===== src/rtl/assert_macros.svh =====
// assertion macros used by the top-level rtl file
// no dependencies; define ASSERT_OFF to drop every check
`ifndef ASSERT_MACROS_SVH
`define ASSERT_MACROS_SVH
`ifndef ASSERT_OFF
`define ASSERT_IMPLIES(lbl, clk, rst_n, ante, cons, msg) \
  lbl: assert property (@(posedge clk) disable iff (!rst_n) (ante) |-> (cons)) else $error(msg);
`define ASSERT_NEVER(lbl, clk, rst_n, cond, msg) \
  lbl: assert property (@(posedge clk) disable iff (!rst_n) !(cond)) else $error(msg);
`else
`define ASSERT_IMPLIES(lbl, clk, rst_n, ante, cons, msg)
`define ASSERT_NEVER(lbl, clk, rst_n, cond, msg)
`endif
`endif


===== src/rtl/tvcf_pkg.sv =====
// shared types and constants of the thermal and visible color fusion block
// no dependencies
package tvcf_pkg;

  localparam int COORD_BITS  = 16;
  localparam int QW          = 8;
  localparam int DIV_STAGES  = QW;
  localparam int DIV_DW      = 16;
  localparam int DIV_NW      = (COORD_BITS + 8 > 24) ? COORD_BITS + 8 : 24;
  localparam int LANES       = 4;
  localparam int LUMA_STAGES = 3;
  localparam int PAL_DEPTH   = 256;
  localparam int PAL_AW      = 8;
  localparam int RGB_W       = 24;

  localparam logic REQ_PALETTE = 1'b0;
  localparam logic REQ_POINT   = 1'b1;

  typedef enum logic [2:0] {
    REG_MIN_TEMP  = 3'd0,
    REG_MAX_TEMP  = 3'd1,
    REG_CONF_THR  = 3'd2,
    REG_CLAMP     = 3'd3,
    REG_DEAD_MODE = 3'd4,
    REG_VOL_SIZE  = 3'd5,
    REG_FUS_LOWER = 3'd6,
    REG_FUS_UPPER = 3'd7
  } cfg_reg_e;

  typedef enum logic [1:0] {
    DEAD_KEEP = 2'd0,
    DEAD_GRAY = 2'd1,
    DEAD_POS  = 2'd2,
    DEAD_RSV  = 2'd3
  } dead_mode_e;

  typedef struct packed {
    logic [15:0] min_t;
    logic [15:0] max_t;
    logic [7:0]  thr;
    logic        clamp;
    dead_mode_e  mode;
    logic [14:0] vsize;
    logic [8:0]  f_lo;
    logic [8:0]  f_hi;
  } cfg_t;

  typedef struct packed {
    logic [DIV_NW-1:0] n;
    logic [DIV_DW-1:0] d;
  } div_in_t;

  typedef struct packed {
    logic             pt;
    logic             tv;
    logic             vv;
    logic [PAL_AW-1:0] pidx;
    logic [RGB_W-1:0] pcol;
    logic [RGB_W-1:0] vis;
    logic [RGB_W-1:0] prior;
    logic [2:0]       sat;
  } side_t;

  typedef struct packed {
    logic               pt;
    logic               tv;
    logic               vv;
    logic [RGB_W-1:0]   vis;
    logic [RGB_W-1:0]   prior;
    logic [RGB_W-1:0]   axis;
    logic signed [9:0]  lum;
  } post_t;

endpackage


===== src/rtl/tvcf_front.sv =====
// first stage: validity, clamping, divider operands and luma sum
// depends on tvcf_pkg
module tvcf_front import tvcf_pkg::*; (
  input  logic                         clk_i,
  input  logic                         rst_ni,
  input  logic                         en_i,
  input  cfg_t                         cfg_i,
  input  logic                         valid_i,
  input  logic                         req_type_i,
  input  logic [7:0]                   palette_index_i,
  input  logic [23:0]                  palette_color_i,
  input  logic [23:0]                  visible_rgb_i,
  input  logic [15:0]                  thermal_raw_i,
  input  logic [7:0]                   confidence_i,
  input  logic signed [COORD_BITS-1:0] pos_x_i,
  input  logic signed [COORD_BITS-1:0] pos_y_i,
  input  logic signed [COORD_BITS-1:0] pos_z_i,
  input  logic [23:0]                  prior_rgb_i,
  output logic                         valid_o,
  output side_t                        side_o,
  output div_in_t                      div_o [LANES],
  output logic [15:0]                  ysum_o
);

  logic                         valid_q;
  side_t                        side_d, side_q;
  div_in_t                      div_d [LANES];
  div_in_t                      div_q [LANES];
  logic [15:0]                  ysum_d, ysum_q;
  logic signed [COORD_BITS-1:0] pos [3];

  assign pos[0] = pos_x_i;
  assign pos[1] = pos_y_i;
  assign pos[2] = pos_z_i;

  always_comb begin
    logic              empty;
    logic [15:0]       tc;
    logic [15:0]       dt;
    logic [DIV_DW-1:0] dv;
    logic [DIV_NW-1:0] pe;
    logic [DIV_NW-1:0] n255;
    logic [DIV_NW-1:0] dsh;
    logic              pos_p;
    logic              sat;
    empty = !(cfg_i.max_t > cfg_i.min_t);
    if (thermal_raw_i > cfg_i.max_t) begin
      tc = cfg_i.max_t;
    end else if (thermal_raw_i < cfg_i.min_t) begin
      tc = cfg_i.min_t;
    end else begin
      tc = thermal_raw_i;
    end
    dt = tc - cfg_i.min_t;
    div_d[0].n = empty ? '0 : DIV_NW'({dt, 8'b0} - {8'b0, dt});
    div_d[0].d = empty ? DIV_DW'(1) : cfg_i.max_t - cfg_i.min_t;

    dv = (cfg_i.vsize == '0) ? DIV_DW'(1) : DIV_DW'(cfg_i.vsize);
    dsh = DIV_NW'(dv) << 8;
    side_d.sat = '0;
    for (int k = 0; k < 3; k++) begin
      pos_p = !pos[k][COORD_BITS-1] && (pos[k] != '0);
      pe = DIV_NW'($unsigned(pos[k]));
      n255 = (pe << 8) - pe;
      sat = pos_p && (n255 >= dsh);
      side_d.sat[k] = sat;
      div_d[k+1].n = (pos_p && !sat) ? n255 : '0;
      div_d[k+1].d = dv;
    end

    side_d.pt    = (req_type_i == REQ_POINT);
    side_d.vv    = (visible_rgb_i != '0);
    side_d.tv    = (confidence_i >= cfg_i.thr) &&
                   (cfg_i.clamp || (thermal_raw_i >= cfg_i.min_t &&
                                    thermal_raw_i <= cfg_i.max_t));
    side_d.pidx  = palette_index_i;
    side_d.pcol  = palette_color_i;
    side_d.vis   = visible_rgb_i;
    side_d.prior = prior_rgb_i;

    ysum_d = 16'(visible_rgb_i[23:16]) * 16'd77 + 16'(visible_rgb_i[15:8]) * 16'd150 +
             16'(visible_rgb_i[7:0]) * 16'd29;
  end

  always_ff @(posedge clk_i or negedge rst_ni) begin
    if (!rst_ni) begin
      valid_q <= 1'b0;
    end else if (en_i) begin
      valid_q <= valid_i;
    end
  end

  always_ff @(posedge clk_i) begin
    if (en_i) begin
      side_q <= side_d;
      ysum_q <= ysum_d;
      div_q  <= div_d;
    end
  end

  assign valid_o = valid_q;
  assign side_o  = side_q;
  assign div_o   = div_q;
  assign ysum_o  = ysum_q;

endmodule


===== config.mk =====
export PLATFORM = sky130hd
export DESIGN_NAME = tvcf_front
export DESIGN_NICKNAME = d
export VERILOG_FILES = /design/src/rtl/assert_macros.svh /design/src/rtl/tvcf_pkg.sv /design/src/rtl/tvcf_front.sv
export SDC_FILE = /design/constraint.sdc
export NUM_CORES = 1
export LEC_CHECK = 0
export BUFFER_PORTS_ARGS = -buffer_cell sky130_fd_sc_hd__buf_2
export CELL_PAD_IN_SITES_DETAIL_PLACEMENT = 0
export CELL_PAD_IN_SITES_GLOBAL_PLACEMENT = 2
export CORE_MARGIN = 5
export CORE_UTILIZATION = 33
export CTS_CLUSTER_DIAMETER = 80
export DETAILED_ROUTE_END_ITERATION = 12
export GPL_TIMING_DRIVEN = 1
export PLACE_DENSITY_LB_ADDON = 0.1
export SYNTH_ARGS = -nofsm -noshare
export SYNTH_HDL_FRONTEND = slang
export SYNTH_SLANG_ARGS = --single-unit

===== constraint.sdc =====
create_clock -name clk_i -period 0.98 [get_ports clk_i]
set_clock_uncertainty 0.2 [all_clocks]
set_input_delay 0 -clock clk_i [delete_from_list [all_inputs] [get_ports clk_i]]
set_output_delay 0 -clock clk_i [all_outputs]
set_load 0.03 [all_outputs]

# Yosys cells after proc, flatten, opt, wreduce, memory -nomap -nowiden
# Cells that the tools add are included.
dict set report classes {
  addsub 8
  multipliers 3
  order_cmp 9
  n_mux 3
  reduce_logical 23
}
# op count
set op_table {}
lappend op_table {{$sub 24x16->24} 4}
lappend op_table {{$ge 24x23->1} 3}
lappend op_table {{$reduce_bool 16->1} 3}
lappend op_table {{$gt 16x16->1} 2}
lappend op_table {{$mux 16} 2}
lappend op_table {{$sub 16x16->16} 2}
lappend op_table {{$mul 8x7->15 const B} 2}
lappend op_table {{$reduce_bool 24->1} 1}
lappend op_table {{$add 15x16->16} 1}
lappend op_table {{$add 16x13->16} 1}
lappend op_table {{$ge 16x16->1} 1}
lappend op_table {{$le 16x16->1} 1}
lappend op_table {{$lt 16x16->1} 1}
lappend op_table {{$logic_not 15->1} 1}
lappend op_table {{$mux 15} 1}
lappend op_table {{$mul 8x5->13 const B} 1}
lappend op_table {{$logic_and 1x1->1} 11}
lappend op_table {{$ge 8x8->1} 1}
lappend op_table {{$logic_not 1->1} 6}
lappend op_table {{$logic_or 1x1->1} 1}
dict set report totals {
  regBits 231
  inputBits 233
  out_inout_bits 263
  wordCells 62
}

# Depth between registers and ports, before layout
# Gate-level depths: netlist of run 1.
dict set report logic_depth {
  ltp_word 6
  depth_mapped 31
  mapped_depth_nobuf 30
}

# Least setup slack after synthesis of run 1
# No wires, ideal clock.
dict set report synth_timing {
  kind {input-to-reg}
  from {in cfg_i[69] in the netlist's numbering}
  to {reg div_q (netlist bit div_o[154]) (data pin)}
  setup_time_ps 254
  t_arrival_ps 5643
  required_ps 526
  path_slack_ps -5117
  stages 27
  path_buffers 2
  path_cell_list {inv_1 ha_1 a21o_1 a21o_1 a21oi_1 o211ai_1 a21oi_1 clkbuf_1 clkbuf_1 a21oi_1 nor2_1 a21oi_1 ha_1 fa_1 nor2b_1 o21ai_0 a21oi_1 xor2_1 inv_1 ha_1 or3b_2 o41a_1 maj3_1 nand2b_1 and4_1 nor4_1 o21a_1}
}
dict set report synth_via {
  elab_chain_cells 5
  elab_cells_between_ends 6
  classes_between {add/sub (2); order compare (2); mux (2)}
}
# element line_no
set synth_lines {}
lappend synth_lines {{from (decl)} tvcf_front.sv:7} ;# input cfg_t cfg_i,
lappend synth_lines {{$lt 16x16->1} tvcf_front.sv:49} ;# end else if (thermal_raw_i < cfg_i.min_t) begin
lappend synth_lines {{$mux 16} tvcf_front.sv:49}
lappend synth_lines {{$mux 16} tvcf_front.sv:47} ;# if (thermal_raw_i > cfg_i.max_t) begin
lappend synth_lines {{$sub 16x16->16} tvcf_front.sv:54} ;# dt = tc - cfg_i.min_t;
lappend synth_lines {{$sub 24x16->24} tvcf_front.sv:55} ;# div_d[0].n = empty ? '0 : DIV_NW'({dt, 8'b0} - {8'b0, dt});
lappend synth_lines {{to (signal assigned)} tvcf_front.sv:97} ;# div_q <= div_d;
lappend synth_lines {{to (decl)} tvcf_front.sv:28} ;# div_in_t div_q [LANES];
# Parallel ways exist; a longest one is shown, timed or not.
# A chain may end at the register's enable or synchronous reset.

# Worst setup path after layout of run 1
dict set report layout_timing {
  from {in visible_rgb_i[12]}
  to {reg ysum_q[15] (netlist: ysum_o[15]) (data pin)}
}
dict set report layout_via {
  elab_chain_cells 3
}
# element line_no
set layout_lines {}
lappend layout_lines {{from (decl)} tvcf_front.sv:12} ;# input logic [23:0] visible_rgb_i,
lappend layout_lines {{$mul 8x7->15} tvcf_front.sv:81} ;# ysum_d = 16'(visible_rgb_i[23:16]) * 16'd77 + 16'(visible_rgb_i[15:8]) * 16'd150 +
lappend layout_lines {{$add 15x16->16} tvcf_front.sv:81}
lappend layout_lines {{$add 16x13->16} tvcf_front.sv:81}
lappend layout_lines {{named net ysum_d[15]} tvcf_front.sv:29} ;# logic [15:0] ysum_d, ysum_q;
lappend layout_lines {{to (signal assigned)} tvcf_front.sv:96} ;# ysum_q <= ysum_d;
lappend layout_lines {{to (decl)} tvcf_front.sv:29}
# The timed path passes the listed nets, and every way through them passes these cells.

==> out/qor.yml, run 1 <==
placementRows: 85
min_path_type: "in2reg"
share_seq_of_total_power_pct: 20.0
cts_tree: "done"
slew_viol_final: 0
r2r-end: "valid_o"
clkLatencyLatePin_ps: 580
grtUsageTotal_pct: 20.7
wl_mm: 65.6
drt_iter0_drc: 723
fp.dieH_um: 244
crit_buf_inv: 5
cpMostUsedCell: "fa_1"
min_period_ps: 5180
drc: 0
crit_path_end: "ysum_o[15]"
placed_cells: 3402
cp_slowest_cell: "fa_1"
slowest_delay_ps: 510
whs_ps: -334
regToRegSetupSlack_ps: 10
syn_area_um2: 18000
cp.required_ps: 1110
rsz0062_at_grt: "yes"
grt_max_degree: 30
timing.rr.start: "valid_o"
dieArea_um2: 59400
met2_usage_pct: 37.2
p_switching_mw: 26.6
numCtsBuffers: 29
cap_viol_max_count: 0
instances_no_fill: 3662
pin_count: 496
tns_ps: -435760
swShare_pct: 38.1
vias: 17553
arrival_ps: 5310
grt_pass1_vias: 18239
synth-seq-area-share_pct: 38.3
critPathTopFamily: "adder cells"
synth_ff_type: "edfxtp_1"
violations: "hold timing, setup timing"
final_common_cell: "buf_4"
gr-total-overflow: 0
postPlaceCellArea_um2: 26500
combPwrFrac_pct: 64.6
setup_ws_ps: -4200
dr.pass1.iters: 5
async_reset_ff_share_pct: 0.435
hold_viol_final: 117
power.density_nw_per_um2: 2170
critPathKind: "in2reg"
ant_nets: 0
gp_congestion: 0.883
grt_use_met3_pct: 3.39
wl_per_cell_um: 17.9
path_cells: "buf_8, ha_4, ha_4, inv_2, fa_1, inv_1, fa_1, ha_4, xnor2_2, fa_1, fa_1, inv_2, fa_1, fa_1, inv_2, ha_4, o21a_1, o31a_1, o41ai_2, o21ai_1, xor2_1"
ir_drop_uv: 3790
final_util_pct: 59.8
clk_pin_slew_ps: 60
ys_types: 79
use_met1_pct: 26.0
finalCritPeriodShare_pct: 529
cp_num_cells: 21
clock.fmax_ghz: 0.193
fin_total_pwr_mw: 69.8
grt_pass1_wl_mm: 98.8
dp_slack_ps: -4980
root_buffer: "clkbuf_16"
nets: 3477
min_path_cells: 3
yosysWarnings: 0
via_per_inst: 4.79
fin_area_um2: 32200
hpwl_mm: 51.3
most-common-layout-cells: "buf_4, buf_2, edfxtp_1"
cp-end-kind: "flop"
reg2reg_depth: 1
clockPowerShare_pct: 15.5
worstPathMaxFanout: 3
critPathLaunchType: "input port"
status: "complete, but fails checks"
cts.sinks: 230
grt-busiest-layer: "met2"
synth-edff-count: 229
drive_gt1_share_pct: 53.9
p_int_mw: 43.2
htree_levels: 1
worst_slew_pin_slew_ps: 587
antenna_found_initial: 1
syn_avg_cell_area_um2: 10.4
synthCells: 1733
slew_headroom_pct: 60.7
cts_buffer_depth: 3
ys_ff_latch: 230
power.leakage_nw: 14.8
fp.dieW_um: 244
syn_to_final_growth_pct: 78.8
critPathLaunch: "visible_rgb_i[12]"
core_area_um2: 53900
portBuffers: 472
setup_viol: 621
start_util_pct: 33.4
## repair_timing
action	in CTS	in global routing
hold buffers	111	6
pin swaps	140	154
gates cloned	6	1
setup endpoints to repair	389	621
buffers inserted	48	47
endpoints found under the hold margin	409	124
resized for setup	302	428
## synth_stat cells, types with 18 or more instances
library cell | n | area share (%)
o21ai_0 | 47 | 1.3
inv_1 | 216 | 4.5
nor3_1 | 42 | 1.2
a21o_1 | 40 | 1.7
nor2_1 | 153 | 3.2
nand3_1 | 35 | 0.97
nand2b_1 | 21 | 0.73
a21oi_1 | 87 | 2.4
nand4_1 | 21 | 0.73
xnor2_1 | 70 | 3.4
ha_1 | 244 | 17
clkbuf_1 | 35 | 0.73
mux2i_1 | 18 | 1.0
edfxtp_1 | 229 | 38
nand2_1 | 65 | 1.4
fa_1 | 58 | 6.4
buf_4 | 33 | 1.4
xor2_1 | 37 | 1.8
nor2b_1 | 37 | 1.3
o21a_1 | 19 | 0.79
## per-layer routing
metal	vias up	part of all wire (%)
li1	8587	-
met1	8512	42
met2	366	50
met3	88	5.0
met4	0	2.7
met5	-	0
## layout make-up
| type | count | area [µm²] |
|---|---|---|
| clock inverter | 20 | 208 |
| timing repair buffer | 1243 | 9780 |
| antenna | 1 | 2.50 |
| fill | 4552 | 21700 |
| tap | 696 | 871 |
| inverter | 218 | 941 |
| multi-input combinational | 1220 | 12800 |
| clock buffer | 34 | 744 |
| sequential | 230 | 6900 |
## kinds of logic after synthesis
logic type | synth area share (%)
mux | 1.12
flops | 38.3
xor+xnor | 5.20
simple gates | 13.2
buf+inv | 6.77
fa+ha+maj | 23.6
other cells | 0.0208
compound gates | 11.8
## state kept, by name (all words and copies together), names as in the netlist
register,cells
div_o,127
side_o,86
valid_o,1
ysum_o,16
## how the worst min path moves through the flow
stage	start	end	slack (ps)
2_1_floorplan	rst_ni	valid_o	-500
3_3_place_gp	rst_ni	valid_o	-420
3_5_place_dp	rst_ni	valid_o	-420
4_1_cts	visible_rgb_i[16]	side_o[83]	-370
5_1_grt	visible_rgb_i[16]	side_o[83]	-340
6_report	visible_rgb_i[16]	side_o[83]	-330
## power by group through the flow
stage,combinational (mW),clock (mW),sequential [mW]
after CTS,43.0,11.2,13.9
after floorplan,21.6,0,16.6
after detailed placement,38.9,0,14.0
after global routing,49.2,11.6,14.0
after global placement,38.3,0,14.0
final,45.0,10.8,13.9
No activity file was read; power rests on OpenSTA's default activity.
==> run 2: changes to the inputs <==
Settings changed: SKIP_CTS_REPAIR_TIMING set to 1.
==> out/qor.yml, run 2 (synthesized netlist as in run 1, its figures left out) <==
status: "complete, but fails checks"
violations: "hold timing, setup timing"
reg2reg_depth: 1  # unchanged
rsz0062_at_grt: "yes"
core_area_um2: 53900  # unchanged
crit_buf_inv: 6  # +1
r2r-end: "valid_o"
via_per_inst: 4.75  # -0.93%
power.leakage_nw: 14.5  # -1.7%
critPathKind: "in2reg"
drc: 0  # unchanged
regToRegSetupSlack_ps: 10  # about the same
min_period_ps: 5220  # +38.9 ps
fin_area_um2: 31700  # -1.8%
cap_viol_max_count: 0  # unchanged
arrival_ps: 5360  # +50 ps
ant_nets: 0  # unchanged
min_from: "visible_rgb_i[16]"
fp.dieW_um: 244  # unchanged
holdPathEnd: "side_o[83]"
whs_ps: -322  # +11.4 ps
cts.sinks: 230  # unchanged
power.density_nw_per_um2: 2180  # +0.54%
critPathTopFamily: "adder cells"
drive_gt1_share_pct: 52.4  # -1.5 points
placementRows: 85  # unchanged
grt_pass1_vias: 17068  # -6.4%
grt_max_degree: 30  # unchanged
clk_pin_slew_ps: 60  # about the same
syn_to_final_growth_pct: 75.7
critPathLaunchType: "input port"
grtUsageTotal_pct: 19.4  # -1.3 points
clkLatencyLatePin_ps: 580  # about the same
final_util_pct: 58.7  # -1.0 points
timing.rr.start: "valid_o"
gr-total-overflow: 0  # unchanged
numCtsBuffers: 29  # unchanged
largest_register_ffs: 127  # unchanged
grt_pass1_wl_mm: 92.6  # -6.3%
setup_viol: 620  # -0.16%
wl_per_cell_um: 17.8  # -0.62%
fp.dieH_um: 244  # unchanged
cpMostUsedCell: "fa_1"
drt_iter0_drc: 678  # -6.2%
fin_total_pwr_mw: 68.9  # -1.2%
nets: 3456  # -0.60%
most-common-layout-cells: "buf_4, buf_2, edfxtp_1"
hold_viol_final: 113  # -3.4%
hpwl_mm: 51.3  # unchanged
dieArea_um2: 59400  # unchanged
min_path_type: "in2reg"
cp_slowest_cell: "fa_1"
dr.pass1.iters: 4  # -1
htree_levels: 1  # unchanged
vias: 17290  # -1.5%
path_cells: "buf_8, ha_4, ha_4, inv_2, fa_1, inv_1, fa_1, ha_4, xnor2_2, fa_1, fa_1, inv_2, fa_1, fa_1, inv_2, ha_4, inv_2, o21bai_4, a21oi_4, nor2b_1, o21a_1, o41a_1, xor2_1"
slew_viol_final: 0  # unchanged
start_util_pct: 33.4  # unchanged
antenna_found_initial: 1  # unchanged
pin_count: 496  # unchanged
worstPathMaxFanout: 3  # unchanged
clock.fmax_ghz: 0.192  # -0.75%
portBuffers: 472  # unchanged
cts_tree: "done"
postPlaceCellArea_um2: 26500  # unchanged
cp-end-kind: "flop"
worst_slew_pin_slew_ps: 694  # +107 ps
finalCritPeriodShare_pct: 533  # +4.0 points
slew_headroom_pct: 53.2  # -7.5 points
slowest_delay_ps: 530  # +20 ps
min_path_cells: 3  # unchanged
ir_drop_uv: 3760  # -0.73%
root_buffer: "clkbuf_16"
final_common_cell: "buf_4"
gp_congestion: 0.883  # unchanged
cts_buffer_depth: 3  # unchanged
setup_ws_ps: -4240  # -38.9 ps
tns_ps: -441840  # -6080 ps
nFillCells: 4611  # +1.3%
wl_mm: 64.8  # -1.2%
cp.required_ps: 1120  # about the same
[run 2: stage by stage]
stage / hold WS [ps] / cells / setup WS (ps)
6_report: -322 / 3641 / -4240
4_1_cts: -1070 / 3456 / -4330
2_1_floorplan: -496 / 1738 / -4650
5_1_grt: -335 / 3641 / -4330
3_3_place_gp: -425 / 3402 / -4930
3_5_place_dp: -419 / 3402 / -4980
[run 2: area by class of cell]
| cell class | count | area [µm²] | share of cell area [%] |
|---|---|---|---|
| Timing Repair Buffer | 1220 | 9510 | 30.0 |
| Tap cell | 696 | 871 | 2.75 |
| Inverter | 218 | 951 | 3.00 |
| Multi-Input combinational cell | 1222 | 12500 | 39.4 |
| Antenna cell | 1 | 2.50 | 0.00790 |
| Sequential cell | 230 | 6900 | 21.8 |
| Clock inverter | 20 | 208 | 0.656 |
| Clock buffer | 34 | 744 | 2.35 |
[run 2: report_power, final]
group | internal, mW | total (mW) | switching, mW
combinational | 22.9 | 44.2 | 21.3
clock | 6.27 | 10.8 | 4.54
sequential | 13.4 | 13.9 | 0.519
[run 2: per-layer routing]
layer / up-vias / routed length (µm) / global-route usage (%)
li1: 8557 / - / -
met1: 8316 / 27700 / 24.6
met2: 346 / 32900 / 35.1
met3: 71 / 2940 / 3.22
met4: 0 / 1230 / 3.98
met5: - / 0 / 0
[run 2: worst max path at each step]
stage,start,endpoint,slack [ps],cells past startpoint
3_5_place_dp,visible_rgb_i[12],ysum_o[14],-4980,23
6_report,visible_rgb_i[12],ysum_o[14],-4240,23
4_1_cts,visible_rgb_i[12],ysum_o[14],-4330,23
3_3_place_gp,visible_rgb_i[12],ysum_o[14],-4930,23
5_1_grt,visible_rgb_i[12],ysum_o[14],-4330,23
2_1_floorplan,visible_rgb_i[12],ysum_o[14],-4650,22
==> run 3: changes to the inputs <==
Clock period 0.98 ns to 4.9 ns, I/O delays scaled along.
==> out/qor.yml, run 3 (synthesized netlist as in run 1, its figures left out) <==
cp.required_ps: 5030  # +3910 ps
pin_count: 496  # unchanged
setup_viol: 4  # -99%
most-common-layout-cells: "buf_2, dlygate4sd3_1, buf_4"
dieArea_um2: 59400  # unchanged
min_from: "cfg_i[75]"
fp.dieW_um: 244  # unchanged
cts.sinks: 230  # unchanged
p_switching_mw: 5.05  # -81%
tns_ps: -740  # +441,100 ps
slew_headroom_pct: 21.5  # -32 points
min_path_cells: 6  # +3
antenna_found_initial: 3  # +2
dr.pass1.iters: 4  # unchanged
drive_gt1_share_pct: 33.9  # -18 points
dp_slack_ps: -1130  # +3850 ps
clkLatencyLatePin_ps: 570  # about the same
vias: 16332  # -5.5%
clockPowerShare_pct: 18.6  # +2.9 points
gr-total-overflow: 0  # unchanged
hpwl_mm: 48.4  # -5.6%
nets: 3211  # -7.1%
syn_to_final_growth_pct: 51.8
core_area_um2: 53900  # unchanged
fin_total_pwr_mw: 13.1  # -81%
status: "complete, but fails checks"
root_buffer: "clkbuf_16"
met2_usage_pct: 33.1  # -1.9 points
gp_congestion: 0.852  # -3.5%
grt_pass1_vias: 15438  # -9.6%
worst_slew_pin_slew_ps: 1170  # +480 ps
swShare_pct: 38.5  # +0.26 points
slew_viol_final: 0  # unchanged
regToRegSetupSlack_ps: 3380  # +3370 ps
violations: "hold timing, setup timing"
final_util_pct: 50.7  # -8.0 points
use_met1_pct: 23.5  # -1.1 points
grt_pass1_wl_mm: 88.0  # -5.0%
finalCritPeriodShare_pct: 106
htree_levels: 1  # unchanged
clock.fmax_ghz: 0.193
whs_ps: -38.3  # +284 ps
arrival_ps: 5300  # -60 ps
combPwrFrac_pct: 60.2  # -3.9 points
r2r-end: "valid_o"
rsz0062_at_grt: "yes"
min_period_ps: 5170
placementRows: 85  # unchanged
postPlaceCellArea_um2: 22900  # -14%
largest_register_ffs: 127  # unchanged
worstPathMaxFanout: 4  # +1
numCtsBuffers: 31  # +6.9%
holdPathEnd: "div_o[135]"
cap_viol_max_count: 0  # unchanged
setup_ws_ps: -271  # +3970 ps
instances_no_fill: 3399  # -6.6%
grt_max_degree: 104  # +250%
ir_drop_uv: 839  # -78%
fin_area_um2: 27300  # -14%
placed_cells: 3060  # -10%
clk_pin_slew_ps: 60  # about the same
drt_iter0_drc: 580  # -14%
reg2reg_depth: 2  # +1
portBuffers: 472  # unchanged
critPathKind: "in2reg"
hold_viol_final: 4  # -96%
wl_mm: 61.6  # -4.9%
critPathLaunchType: "input port"
power.density_nw_per_um2: 479  # -78%
share_seq_of_total_power_pct: 21.2  # +1.0 points
cp-end-kind: "flop"
drc: 0  # unchanged
start_util_pct: 33.4  # unchanged
min_path_type: "in2reg"
grt_use_met3_pct: 3.13  # -0.088 points
cts_buffer_depth: 3  # unchanged
cts_tree: "done"
power.leakage_nw: 12.6  # -13%
ant_nets: 0  # unchanged
wl_per_cell_um: 18.1  # +1.8%
fp.dieH_um: 244  # unchanged
grt-busiest-layer: "met2"
final_common_cell: "buf_2"
p_int_mw: 8.05  # -81%
timing.rr.start: "valid_o"
grtUsageTotal_pct: 18.7  # -0.74 points
via_per_inst: 4.80  # +1.2%
-- run 3: cell count changes in the layout (fill, tap and decap cells not counted), moves of 42 or more --
cell / before / now
nor2_1: 96 / 148
ha_4: 69 / 27
ha_1: 169 / 212
buf_4: 558 / 234
buf_6: 119 / 8
buf_2: 382 / 464
dlygate4sd3_1: 110 / 265
-- run 3: critical path, stage by stage --
cell and delay [ps]:
buf_8 110, ha_4 240, ha_4 260, inv_2 30, fa_1 470, inv_1 50, fa_1 520, ha_4 230
xnor2_2 190, fa_1 450, fa_1 490, inv_1 50, fa_1 440, fa_1 500, inv_2 50, ha_4 220
inv_2 60, o21bai_4 70, a21oi_4 160, nor2b_1 70, o21a_1 180, o41a_1 330, xor2_1 150
-- run 3: power by group through the flow --
stage	Combinational (mW)	Clock, mW	Sequential [mW]
after CTS	6.99	2.51	2.78
after global placement	6.89	0	2.81
final	7.88	2.43	2.78
after detailed placement	6.93	0	2.81
after global routing	8.68	2.59	2.80
after floorplan	4.00	0	3.31
-- run 3: worst max path at each step --
stage	start	end	slack, ps	depth (start not counted)
3_3_place_gp	visible_rgb_i[12]	ysum_o[14]	-1070	23
4_1_cts	visible_rgb_i[11]	ysum_o[15]	-490	23
2_1_floorplan	visible_rgb_i[12]	ysum_o[14]	-730	22
5_1_grt	visible_rgb_i[12]	ysum_o[14]	-400	23
3_5_place_dp	visible_rgb_i[11]	ysum_o[15]	-1130	23
6_report	visible_rgb_i[12]	ysum_o[14]	-270	23
-- run 3: area by class of cell --
cell class	instances	area, µm²
flip-flops and latches	230	6900
clock inverters	24	317
clock buffers	34	787
inverters	218	836
diodes	2	5.00
well taps	696	871
fillers	5067	26600
repair buffers	975	6900
multi-input cells	1220	10700
-- run 3: per-layer routing --
metal | wire length, µm | share of wire (%) | vias up
met4 | 1430 | 2.3 | 2
li1 | - | - | 8041
met1 | 26000 | 42 | 7886
met2 | 31400 | 51 | 331
met5 | 16 | 0.026 | -
met3 | 2780 | 4.5 | 72
